File: config.mk
export PLATFORM = sky130hd
export DESIGN_NAME = i2c_master_byte_sequencer
export DESIGN_NICKNAME = d
export VERILOG_FILES = /design/src/rtl/core/i2cmbs_pkg.sv /design/src/rtl/core/i2c_master_byte_sequencer.sv
export SDC_FILE = /design/constraint.sdc
export NUM_CORES = 1
export LEC_CHECK = 0
export BUFFER_PORTS_ARGS = -buffer_cell sky130_fd_sc_hd__buf_4
export CORE_ASPECT_RATIO = 0.9
export CORE_MARGIN = 10
export CORE_UTILIZATION = 50
export CTS_CLUSTER_SIZE = 12
export DETAILED_ROUTE_END_ITERATION = 10
export PLACE_DENSITY_LB_ADDON = 0.2
export SYNTH_ARGS = -nofsm -noshare
export SYNTH_HDL_FRONTEND = slang
export SYNTH_SLANG_ARGS = --single-unit
File: constraint.sdc
create_clock -name clk -period 5.1 [get_ports clk]
set_input_delay 0.51 -clock clk [delete_from_list [all_inputs] [get_ports clk]]
set_output_delay 0.51 -clock clk [all_outputs]
set_load 0.1 [all_outputs]
File: src/rtl/core/i2cmbs_pkg.sv
// Shared constants for the I2C master byte sequencer: operation codes,
// step counts and the bit layout of the stream payloads. No dependencies.
package i2cmbs_pkg;

    // Operation codes carried in the input tuser field.
    localparam logic [2:0] OP_TICK  = 3'd0;
    localparam logic [2:0] OP_START = 3'd1;
    localparam logic [2:0] OP_STOP  = 3'd2;
    localparam logic [2:0] OP_WRITE = 3'd3;
    localparam logic [2:0] OP_READ  = 3'd4;

    // Idle shares the tick code.
    localparam logic [2:0] CMD_IDLE = OP_TICK;

    // Final step index of each command.
    localparam logic [4:0] LAST_START = 5'd3;
    localparam logic [4:0] LAST_STOP  = 5'd2;
    localparam logic [4:0] LAST_BYTE  = 5'd28;

    // Step indexes inside the byte sequences.
    localparam logic [4:0] BITS_END_WRITE = 5'd24;
    localparam logic [4:0] BITS_END_READ  = 5'd24;
    localparam logic [4:0] STEP_ACK_SDA   = 5'd25;
    localparam logic [4:0] STEP_ACK_SCLH  = 5'd26;
    localparam logic [4:0] STEP_ACK_MID   = 5'd27;

    // Three-phase bit cell codes.
    localparam logic [1:0] PH_FIRST  = 2'd0;
    localparam logic [1:0] PH_MIDDLE = 2'd1;
    localparam logic [1:0] PH_LAST   = 2'd2;

    // Default tick counter width.
    localparam int TICK_COUNT_WIDTH_DEF = 16;
    localparam int STEP_TICKS_WIDTH     = 16;

    // Stream payload widths.
    localparam int IN_DATA_W  = 16;
    localparam int IN_USER_W  = 3;
    localparam int OUT_DATA_W = 16;

    // Result word layout, lowest bit first.
    localparam int OUT_SCL_BIT  = 0;
    localparam int OUT_SDA_BIT  = 1;
    localparam int OUT_BUSY_BIT = 2;
    localparam int OUT_DONE_BIT = 3;
    localparam int OUT_RX_LSB   = 4;
    localparam int OUT_ACK_BIT  = 12;

    // Configuration port.
    localparam int APB_ADDR_W = 3;
    localparam int APB_DATA_W = 32;

endpackage

File: src/rtl/core/i2c_master_byte_sequencer.sv
// I2C master byte sequencer top level: command decode, step sequencer,
// tick divider, APB register and a two-entry result buffer. Uses i2cmbs_pkg.
//
//  Channel   | Direction | Handshake                 | Payload
//  s_axis    | in        | tvalid/tready             | tuser: op; tdata: tx, ack, sda
//  m_axis    | out       | tvalid/tready             | tdata: lines, status, rx byte
//  apb       | in        | psel/penable/pwrite/pready| step_ticks at address 0
//
// Each item's result is registered: the tick divider compare and the step
// decode sit between the state registers and the result register.
// One item is accepted per cycle while the result buffer has room; a held
// result is parked in a skid register, so s_axis_tready drops only when both
// buffer entries are full. Reset is asynchronous and active low; it
// releases both lines and sets step_ticks to one.
module i2c_master_byte_sequencer #(
    parameter int TICK_COUNT_WIDTH = i2cmbs_pkg::TICK_COUNT_WIDTH_DEF
) (
    input  logic                              clk,
    input  logic                              rst_n,
    // Input items.
    input  logic                              s_axis_tvalid,
    output logic                              s_axis_tready,
    // tdata: tx_byte[7:0], send_ack[8], sda_in[9], zero fill [15:10].
    input  logic [i2cmbs_pkg::IN_DATA_W-1:0]  s_axis_tdata,
    // tuser: operation[2:0].
    input  logic [i2cmbs_pkg::IN_USER_W-1:0]  s_axis_tuser,
    // Result items.
    output logic                              m_axis_tvalid,
    input  logic                              m_axis_tready,
    // tdata: scl_level[0], sda_drive[1], busy_res[2], done_res[3],
    // rx_byte[11:4], ack_seen[12], zero fill [15:13].
    output logic [i2cmbs_pkg::OUT_DATA_W-1:0] m_axis_tdata,
    // Configuration port.
    input  logic                              psel,
    input  logic                              penable,
    input  logic                              pwrite,
    input  logic [i2cmbs_pkg::APB_ADDR_W-1:0] paddr,
    input  logic [i2cmbs_pkg::APB_DATA_W-1:0] pwdata,
    output logic [i2cmbs_pkg::APB_DATA_W-1:0] prdata,
    output logic                              pready
);
    import i2cmbs_pkg::*;

    localparam int TW    = TICK_COUNT_WIDTH;
    localparam int CMP_W = (TW > STEP_TICKS_WIDTH) ? TW : STEP_TICKS_WIDTH;
    localparam logic [TW-1:0] TICK_TOP = {TW{1'b1}};

    // Sequencer state.
    logic [2:0]                  cmd_reg, cmd_next;
    logic [4:0]                  step_reg, step_next;
    logic [2:0]                  bit_reg, bit_next;
    logic [1:0]                  phase_reg, phase_next;
    logic [7:0]                  shift_reg, shift_next;
    logic [TW-1:0]               tick_reg, tick_next;
    logic                        scl_reg, scl_next;
    logic                        sda_reg, sda_next;
    logic                        ack_reg, ack_next;
    logic                        ack_choice_reg, ack_choice_next;
    logic [7:0]                  rx_reg, rx_next;
    logic [STEP_TICKS_WIDTH-1:0] step_ticks_reg;

    // Result buffer.
    logic                  out_valid_reg, out_valid_next;
    logic [OUT_DATA_W-1:0] out_data_reg, out_data_next;
    logic                  skid_valid_reg, skid_valid_next;
    logic [OUT_DATA_W-1:0] skid_data_reg, skid_data_next;

    // Decoded input fields.
    logic [2:0] in_op;
    logic [7:0] in_tx;
    logic       in_send_ack;
    logic       in_sda;
    logic       in_fire;
    logic       out_fire;
    logic       is_cmd;
    logic       step_due;
    logic       step_last;
    logic       done;
    logic [TW-1:0]               tick_inc;
    logic [STEP_TICKS_WIDTH-1:0] limit;
    logic [1:0]                  phase_adv;
    logic [2:0]                  bit_pos;
    logic [OUT_DATA_W-1:0]       result;

    assign in_op       = s_axis_tuser[2:0];
    assign in_tx       = s_axis_tdata[7:0];
    assign in_send_ack = s_axis_tdata[8];
    assign in_sda      = s_axis_tdata[9];

    assign s_axis_tready = !skid_valid_reg;
    assign in_fire       = s_axis_tvalid && s_axis_tready;
    assign out_fire      = out_valid_reg && m_axis_tready;
    assign m_axis_tvalid = out_valid_reg;
    assign m_axis_tdata  = out_data_reg;

    // APB register; writes with paddr[2] set are dropped, all lower addresses write step_ticks.
    assign pready = 1'b1;
    assign prdata = APB_DATA_W'(step_ticks_reg);

    always_ff @(posedge clk or negedge rst_n)
    begin
        if (!rst_n)
        begin
            step_ticks_reg <= STEP_TICKS_WIDTH'(1);
        end
        else if (psel && penable && pwrite && pready && !paddr[2])
        begin
            step_ticks_reg <= pwdata[STEP_TICKS_WIDTH-1:0];
        end
    end

    // Tick divider: a step is due when the count reaches the limit or the top.
    assign tick_inc  = tick_reg + TW'(1);
    assign limit     = (step_ticks_reg == '0) ? STEP_TICKS_WIDTH'(1) : step_ticks_reg;
    assign step_due  = (CMP_W'(tick_inc) >= CMP_W'(limit)) || (tick_inc == TICK_TOP);
    assign phase_adv = (phase_reg == PH_LAST) ? PH_FIRST : phase_reg + 2'd1;
    assign bit_pos   = 3'd7 - bit_reg;
    assign is_cmd    = (in_op == OP_START) || (in_op == OP_STOP) ||
                       (in_op == OP_WRITE) || (in_op == OP_READ);

    // Command decode and one line step per due tick.
    always_comb
    begin
        cmd_next        = cmd_reg;
        step_next       = step_reg;
        bit_next        = bit_reg;
        phase_next      = phase_reg;
        shift_next      = shift_reg;
        tick_next       = tick_reg;
        scl_next        = scl_reg;
        sda_next        = sda_reg;
        ack_next        = ack_reg;
        ack_choice_next = ack_choice_reg;
        rx_next         = rx_reg;
        step_last       = 1'b0;
        done            = 1'b0;

        if (is_cmd)
        begin
            // Commands start only when idle; otherwise the item is dropped.
            if (cmd_reg == CMD_IDLE)
            begin
                cmd_next   = in_op;
                step_next  = '0;
                bit_next   = '0;
                phase_next = PH_FIRST;
                tick_next  = '0;
                shift_next = (in_op == OP_WRITE) ? in_tx : 8'h00;
                if (in_op == OP_READ)
                begin
                    ack_choice_next = in_send_ack;
                end
            end
        end
        else if (cmd_reg != CMD_IDLE)
        begin
            if (step_due)
            begin
                tick_next = '0;
                unique case (cmd_reg)
                    OP_START:
                    begin
                        if (step_reg == 5'd0)
                            sda_next = 1'b1;
                        else if (step_reg == 5'd1)
                            scl_next = 1'b1;
                        else if (step_reg == 5'd2)
                            sda_next = 1'b0;
                        else
                            scl_next = 1'b0;
                        step_last = (step_reg >= LAST_START);
                    end
                    OP_STOP:
                    begin
                        if (step_reg == 5'd0)
                            sda_next = 1'b0;
                        else if (step_reg == 5'd1)
                            scl_next = 1'b1;
                        else
                            sda_next = 1'b1;
                        step_last = (step_reg >= LAST_STOP);
                    end
                    OP_WRITE:
                    begin
                        if (step_reg < BITS_END_WRITE)
                        begin
                            // Bit cell: data, clock high, clock low.
                            case (phase_reg)
                                PH_FIRST:  sda_next = shift_reg[bit_pos];
                                PH_MIDDLE: scl_next = 1'b1;
                                default:
                                begin
                                    scl_next = 1'b0;
                                    bit_next = bit_reg + 3'd1;
                                end
                            endcase
                            phase_next = phase_adv;
                        end
                        else if (step_reg <= STEP_ACK_SDA)
                            sda_next = 1'b1;
                        else if (step_reg == STEP_ACK_SCLH)
                            scl_next = 1'b1;
                        else if (step_reg == STEP_ACK_MID)
                            ack_next = !in_sda;
                        else
                            scl_next = 1'b0;
                        step_last = (step_reg >= LAST_BYTE);
                    end
                    OP_READ:
                    begin
                        if (step_reg == 5'd0)
                            sda_next = 1'b1;
                        else if (step_reg <= BITS_END_READ)
                        begin
                            // Bit cell: clock high, sample, clock low.
                            case (phase_reg)
                                PH_FIRST: scl_next = 1'b1;
                                PH_MIDDLE:
                                begin
                                    if (in_sda)
                                        shift_next[bit_pos] = 1'b1;
                                end
                                default:
                                begin
                                    scl_next = 1'b0;
                                    bit_next = bit_reg + 3'd1;
                                end
                            endcase
                            phase_next = phase_adv;
                        end
                        else if (step_reg == STEP_ACK_SDA)
                            sda_next = !ack_choice_reg;
                        else if (step_reg == STEP_ACK_SCLH)
                            scl_next = 1'b1;
                        else if (step_reg == STEP_ACK_MID)
                            scl_next = 1'b0;
                        else
                        begin
                            sda_next = 1'b1;
                            rx_next  = shift_reg;
                        end
                        step_last = (step_reg >= LAST_BYTE);
                    end
                    default: step_last = 1'b1;
                endcase

                if (step_last)
                begin
                    cmd_next  = CMD_IDLE;
                    step_next = '0;
                    bit_next  = '0;
                    done      = 1'b1;
                end
                else
                begin
                    step_next = step_reg + 5'd1;
                end
            end
            else
            begin
                tick_next = tick_inc;
            end
        end
    end

    // Result word built from the updated state.
    always_comb
    begin
        result                                 = '0;
        result[OUT_SCL_BIT]                    = scl_next;
        result[OUT_SDA_BIT]                    = sda_next;
        result[OUT_BUSY_BIT]                   = (cmd_next != CMD_IDLE);
        result[OUT_DONE_BIT]                   = done;
        result[OUT_RX_LSB+7:OUT_RX_LSB]        = rx_next;
        result[OUT_ACK_BIT]                    = ack_next;
    end

    // State registers advance on each accepted item.
    always_ff @(posedge clk or negedge rst_n)
    begin
        if (!rst_n)
        begin
            cmd_reg        <= CMD_IDLE;
            step_reg       <= '0;
            bit_reg        <= '0;
            phase_reg      <= PH_FIRST;
            shift_reg      <= '0;
            tick_reg       <= '0;
            scl_reg        <= 1'b1;
            sda_reg        <= 1'b1;
            ack_reg        <= 1'b0;
            ack_choice_reg <= 1'b0;
            rx_reg         <= '0;
        end
        else if (in_fire)
        begin
            cmd_reg        <= cmd_next;
            step_reg       <= step_next;
            bit_reg        <= bit_next;
            phase_reg      <= phase_next;
            shift_reg      <= shift_next;
            tick_reg       <= tick_next;
            scl_reg        <= scl_next;
            sda_reg        <= sda_next;
            ack_reg        <= ack_next;
            ack_choice_reg <= ack_choice_next;
            rx_reg         <= rx_next;
        end
    end

    // Two-entry result buffer: output register plus skid register.
    always_comb
    begin
        out_valid_next  = out_valid_reg;
        out_data_next   = out_data_reg;
        skid_valid_next = skid_valid_reg;
        skid_data_next  = skid_data_reg;
        if (out_fire || !out_valid_reg)
        begin
            if (skid_valid_reg)
            begin
                out_valid_next = 1'b1;
                out_data_next  = skid_data_reg;
            end
            else
            begin
                out_valid_next = in_fire;
                out_data_next  = result;
            end
            skid_valid_next = 1'b0;
        end
        else if (in_fire)
        begin
            skid_valid_next = 1'b1;
            skid_data_next  = result;
        end
    end

    always_ff @(posedge clk or negedge rst_n)
    begin
        if (!rst_n)
        begin
            out_valid_reg  <= 1'b0;
            skid_valid_reg <= 1'b0;
        end
        else
        begin
            out_valid_reg  <= out_valid_next;
            skid_valid_reg <= skid_valid_next;
        end
    end

    always_ff @(posedge clk)
    begin
        out_data_reg  <= out_data_next;
        skid_data_reg <= skid_data_next;
    end

endmodule

Word-level counts from Yosys, hierarchy flattened
Index checks and enable logic that the tools add are counted.

cells by class
  add/subtract/negate cells = 5
  $lt $le $gt $ge = 9
  equality and inequality tests = 24
  muxes and demuxes = 114
  bitwise operators = 2
  reduce and logical (&&, ||, !) cells = 40

operators by type and width
  cell                   number
  $mux 8                 19
  $mux 16                5
  $mux 1                 53
  $mux 3                 14
  $mux 5                 5
  $add 16x1->16 const B  1
  $eq 16x16->1 const B   1
  $ge 16x16->1           1
  $logic_not 16->1       1
  $mux 2                 8
  $reduce_and 8->1       2
  $eq 5x5->1 const B     3
  $reduce_bool 2->1      7
  $mux 13                1
  $eq 3x2->1 const B     4
  $ne 4x4->1 const B     3
  $ge 5x2->1 const B     2
  $le 5x5->1 const B     2
  $ne 3x3->1 const B     3
  $reduce_and 9->1       1
  $reduce_bool 3->1      3
  $or 8x8->8             1
  $pmux 1 s4             2
  $reduce_and 4->1       2
  other kinds (33)       50

word-level totals
  register bits after elaboration = 93
  input bits = 61
  output and inout port bits = 51

Depth between registers and ports, before layout
  depth in word-level cells = 14
  mapped depth = 15
  depth with buffers taken out = 13

Least setup slack after synthesis
Ideal clock, no wire load.

  kind = reg-to-reg
  start = reg tick_reg[0]
  end = reg out_data_reg[3], in the netlist m_axis_tdata[3] (data pin)
  setup time = 260 ps
  arrival time = 3311 ps
  data required time = 4840 ps
  setup slack = 1529 ps
  stages on the path, launching flop included = 15
  buffers on the path = 1
  cells stage by stage = dfrtp_1 > ha_1 > clkbuf_1 > nand2_1 > nor3_1 > and3_1 > and3_1 > xor2_1 > ha_1 > a21o_1 > a21oi_1 > nor2_1 > a211o_2 > and3_1 > mux2_2

between the ends
  longest elaborated chain between the ends = 7
  elaborated cells between the ends (all ways) = 8
  classes of those cells = add/sub (1); order compare (1); eq/ne (1); mux (4); reduce/logical (1)

ends and longest elaborated chain
  what                                                 line                              text
  start, declared                                      i2c_master_byte_sequencer.sv:54   logic [TW-1:0] tick_reg, tick_next;
  start signal, assigned                               i2c_master_byte_sequencer.sv:302  tick_reg <= tick_next;
  $add 16x1->16 (*)                                    i2c_master_byte_sequencer.sv:113  assign tick_inc = tick_reg + TW'(1);
  $ge 16x16->1 / $eq 16x16->1 (equally long branches)  i2c_master_byte_sequencer.sv:115  assign step_due = (CMP_W'(tick_inc) >= CMP_W'(limit)) || (tick_inc == TICK_TOP);
  $logic_or 1x1->1 (*)                                 i2c_master_byte_sequencer.sv:115
  $mux 1 (*)                                           i2c_master_byte_sequencer.sv:157  if (step_due)
  $mux 1 (*)                                           i2c_master_byte_sequencer.sv:155  else if (cmd_reg != CMD_IDLE)
  $mux 1 (*)                                           i2c_master_byte_sequencer.sv:138  if (is_cmd)
  named net done                                       i2c_master_byte_sequencer.sv:78   logic done;
  $mux 13 (*)                                          i2c_master_byte_sequencer.sv:320  if (skid_valid_reg)
  end signal, assigned                                 i2c_master_byte_sequencer.sv:355  out_data_reg <= out_data_next;
  end, declared                                        i2c_master_byte_sequencer.sv:64   logic [OUT_DATA_W-1:0] out_data_reg, out_data_next;

The timed path passes the listed nets; every way through them passes the cells marked *.
A chain may end at the register's enable or synchronous reset.

Worst setup path after layout
  start = reg tick_reg[1]
  end = reg tick_reg[0]

between the ends
  longest elaborated chain between the ends = 6
  elaborated cells between the ends (all ways) = 7
  classes of those cells = add/sub (1); order compare (1); eq/ne (1); mux (3); reduce/logical (1)

ends and longest elaborated chain
  what                                                 line
  $add 16x1->16 (*)                                    i2c_master_byte_sequencer.sv:113
  $ge 16x16->1 / $eq 16x16->1 (equally long branches)  i2c_master_byte_sequencer.sv:115
  $logic_or 1x1->1 (*)                                 i2c_master_byte_sequencer.sv:115
  $mux 16 (*)                                          i2c_master_byte_sequencer.sv:157
  $mux 16 (*)                                          i2c_master_byte_sequencer.sv:155
  $mux 16 (*)                                          i2c_master_byte_sequencer.sv:138

Every way passes the cells marked *; elsewhere a longest branch is shown, timed or not. The select of a mux whose other input is x is not followed.

==> impl_metrics.json <==
{
  "diodes": 0,
  "post-route-period-util": 0.828,
  "firstDrtPassIters": 5,
  "drtIter0Drc": 399,
  "peakVddDrop_mv": 0.289,
  "power_density_mw_per_mm2": 422,
  "worstMarginPinSlew_ns": 1.15,
  "relSlewSlack": 0.232,
  "avgRoutedWirePerCell_um": 17.7,
  "dpl_cell_area_mm2": 0.00636,
  "track_usage": 0.178,
  "fp.dieW_um": 134,
  "post-route-util": 0.581,
  "grt_pass1_wl_um": 23900,
  "wl_um": 14600,
  "hpwl_um": 10700,
  "ys.warnings.count": 0,
  "timing.reg2reg.setup_slack_ns": 0.88,
  "final-setup-viol-count": 0,
  "syn_inst": 616,
  "regArea_mm2": 0.00246,
  "grt-ovfl-total": 0,
  "clock_sinks": 93,
  "gp_congestion": 0.891,
  "port-buffer-count": 67,
  "die_height_um": 123,
  "cts_tree": "built",
  "holdBufCountCts": 0,
  "yosysTopAreaCell": "dfrtp_1",
  "fillers": 1022,
  "holdWs_ns": 0.265,
  "rsz0062_at_grt": "no",
  "coreArea_mm2": 0.0114,
  "path_clk_slew_ns": 0.07,
  "synth_top_area_frac": 0.273,
  "ioPinCount": 112,
  "root_buffer": "clkbuf_16",
  "antenna_left": 0,
  "die_area_mm2": 0.0165,
  "hold_viol": 0,
  "yosysSeqAreaShare": 0.420,
  "remaining_drc_errors": 0,
  "crit_path_start_kind": "flip-flop",
  "regToRegEndpoint": "tick_reg[0]",
  "numCtsBuffers": 9,
  "clock.fmax_mhz": 237,
  "cts_setup_buffers": 0,
  "syn_area_mm2": 0.00586,
  "via_count": 4916,
  "row_count": 37,
  "synth_edf_count": 26,
  "routed_via_density": 5.96,
  "crit_type": "reg2reg",
  "post-route-min-period_ns": 4.22,
  "critPathMaxFanout": 33,
  "clock_skew_ns": 0.00964,
  "htreeDepth": 3,
  "synth.top_cells.by_area": "dfrtp_1 (27%), edfxtp_1 (13%), ha_1 (5.3%)",
  "status": "complete, no violations",
  "r2r_start": "tick_reg[1]",
  "layout.nets": 750,
  "reg2reg_depth": 13,
  "hold_path_class": "in2async",
  "start_util": 0.513,
  "arrival_ns": 4.52,
  "grt_max_degree": 68,
  "cp.required_ns": 5.39,
  "ctsResizeCount": 0,
  "async_flop_share": 0.720,
  "grt_pass1_vias": 4755,
  "synth_ff_type": "dfrtp_1",
  "syn2layout_area_growth_pct": 13.3,
  "antenna_found_initial": 0,
  "end_kind": "flip-flop",
  "max_cap_violations": 0,
  "clock_latency_ns": 0.35,
  "final_layout_size_suffix_gt1_frac": 0.202,
  "slew_viol_final": 0,
  "multi_input_area_mm2": 0.00304,
  "p_leak_uw": 0.00302,
  "yosysUniqueCellTypes": 74,
  "ys_seq_elements": 93,
  "tns_ns": 0,
  "synth_area_per_cell_um2": 9.52,
  "cts_buffer_depth": 2,
  "stdcell_area_mm2": 0.00664
}
==> layout make-up <==
class | instances | area share
clock buffer | 9 | 0.0339
clock inverter | 7 | 0.00848
inverter | 37 | 0.0209
multi-input combinational | 453 | 0.458
sequential | 93 | 0.371
tap | 156 | 0.0294
timing repair buffer | 70 | 0.0791
==> cell usage in the layout (no fill, tap or decap), types with 10 or more instances in the layout <==
cell	Yosys	layout
edfxtp_1	26	26
a31oi_1	13	13
nor2_1	37	37
mux2_2	25	25
dfrtp_1	64	64
a41oi_1	11	11
a21oi_1	28	28
nand3_1	19	19
buf_4	23	70
ha_1	25	25
conb_1	2	20
nor3_1	16	16
a22o_1	10	10
o21ai_1	12	12
o21ai_0	32	32
o31ai_1	10	10
nand2_1	64	64
inv_1	37	37
==> power breakdown <==
part           switching, uW  internal [uW]
Combinational            798            330
Sequential               157            873
Clock                    307            337
==> worst max path at each step <==
stage / from / end / depth (start not counted)
floorplan: tick_reg[0] / m_axis_tdata[3] / 14
global placement: tick_reg[0] / tick_reg[0] / 13
detailed placement: tick_reg[1] / tick_reg[0] / 13
CTS: tick_reg[0] / tick_reg[0] / 13
global route: tick_reg[0] / tick_reg[8] / 13
finish: tick_reg[1] / tick_reg[0] / 13
==> per-layer routing <==
layer | vias up | wire (um) | GRT usage | part of all wire
met5 | - | 0 | 0 | 0
met4 | 0 | 167 | 0.0462 | 0.011
met3 | 14 | 1040 | 0.0470 | 0.071
met2 | 197 | 6760 | 0.278 | 0.46
met1 | 2387 | 6670 | 0.240 | 0.46
li1 | 2318 | - | - | -
==> logic make-up after synthesis <==
logic type	after synthesis	synth area share
buffers and inverters	88	0.0734
other	2	0.00128
AND/OR/NAND/NOR	198	0.176
multiplexers	35	0.0661
AO/OA/AOI/OAI	160	0.188
flip-flops	93	0.420
adder cells (fa/ha/maj)	25	0.0533
XOR/XNOR	15	0.0224
==> cells in the mapped netlist (all sizes together), types with 4 or more instances <==
cell type	instances
o211ai	5
nand2	64
o31ai	11
nand4b	4
nor4	12
a211o	4
buf	34
clkbuf	17
xor2	7
nor2	38
nand3	22
mux2	30
a31oi	13
ha	25
o2bb2ai	5
and3	7
mux2i	5
nand4	5
edfxtp	26
nand2b	5
a211oi	5
a21oi	28
nor3	20
nor2b	7
a41oi	11
a22o	10
dfrtp	64
inv	37
o21ai	44
xnor2	8
==> worst max-delay path, cell delays in order, from the launching register on <==
cell     delay, ns
dfrtp_1       0.51
ha_1          0.40
nand2_1       0.14
nor3_1        0.35
and3_1        0.29
and3_1        0.19
xor2_1        0.25
ha_1          0.29
a21o_1        0.16
a21oi_1       0.23
nand2_1       0.08
a211o_2       0.56
nor2_2        0.46
mux2_2        0.24
==> per-stage QoR <==
stage,worst slack (ns),total power (uW),instances
floorplan,1.53,1900,634
global placement,1.07,2130,809
detailed placement,0.948,2160,809
CTS,0.923,2810,825
global route,0.602,2960,825
finish,0.876,2800,825
Power figures use the tool's default switching activity.
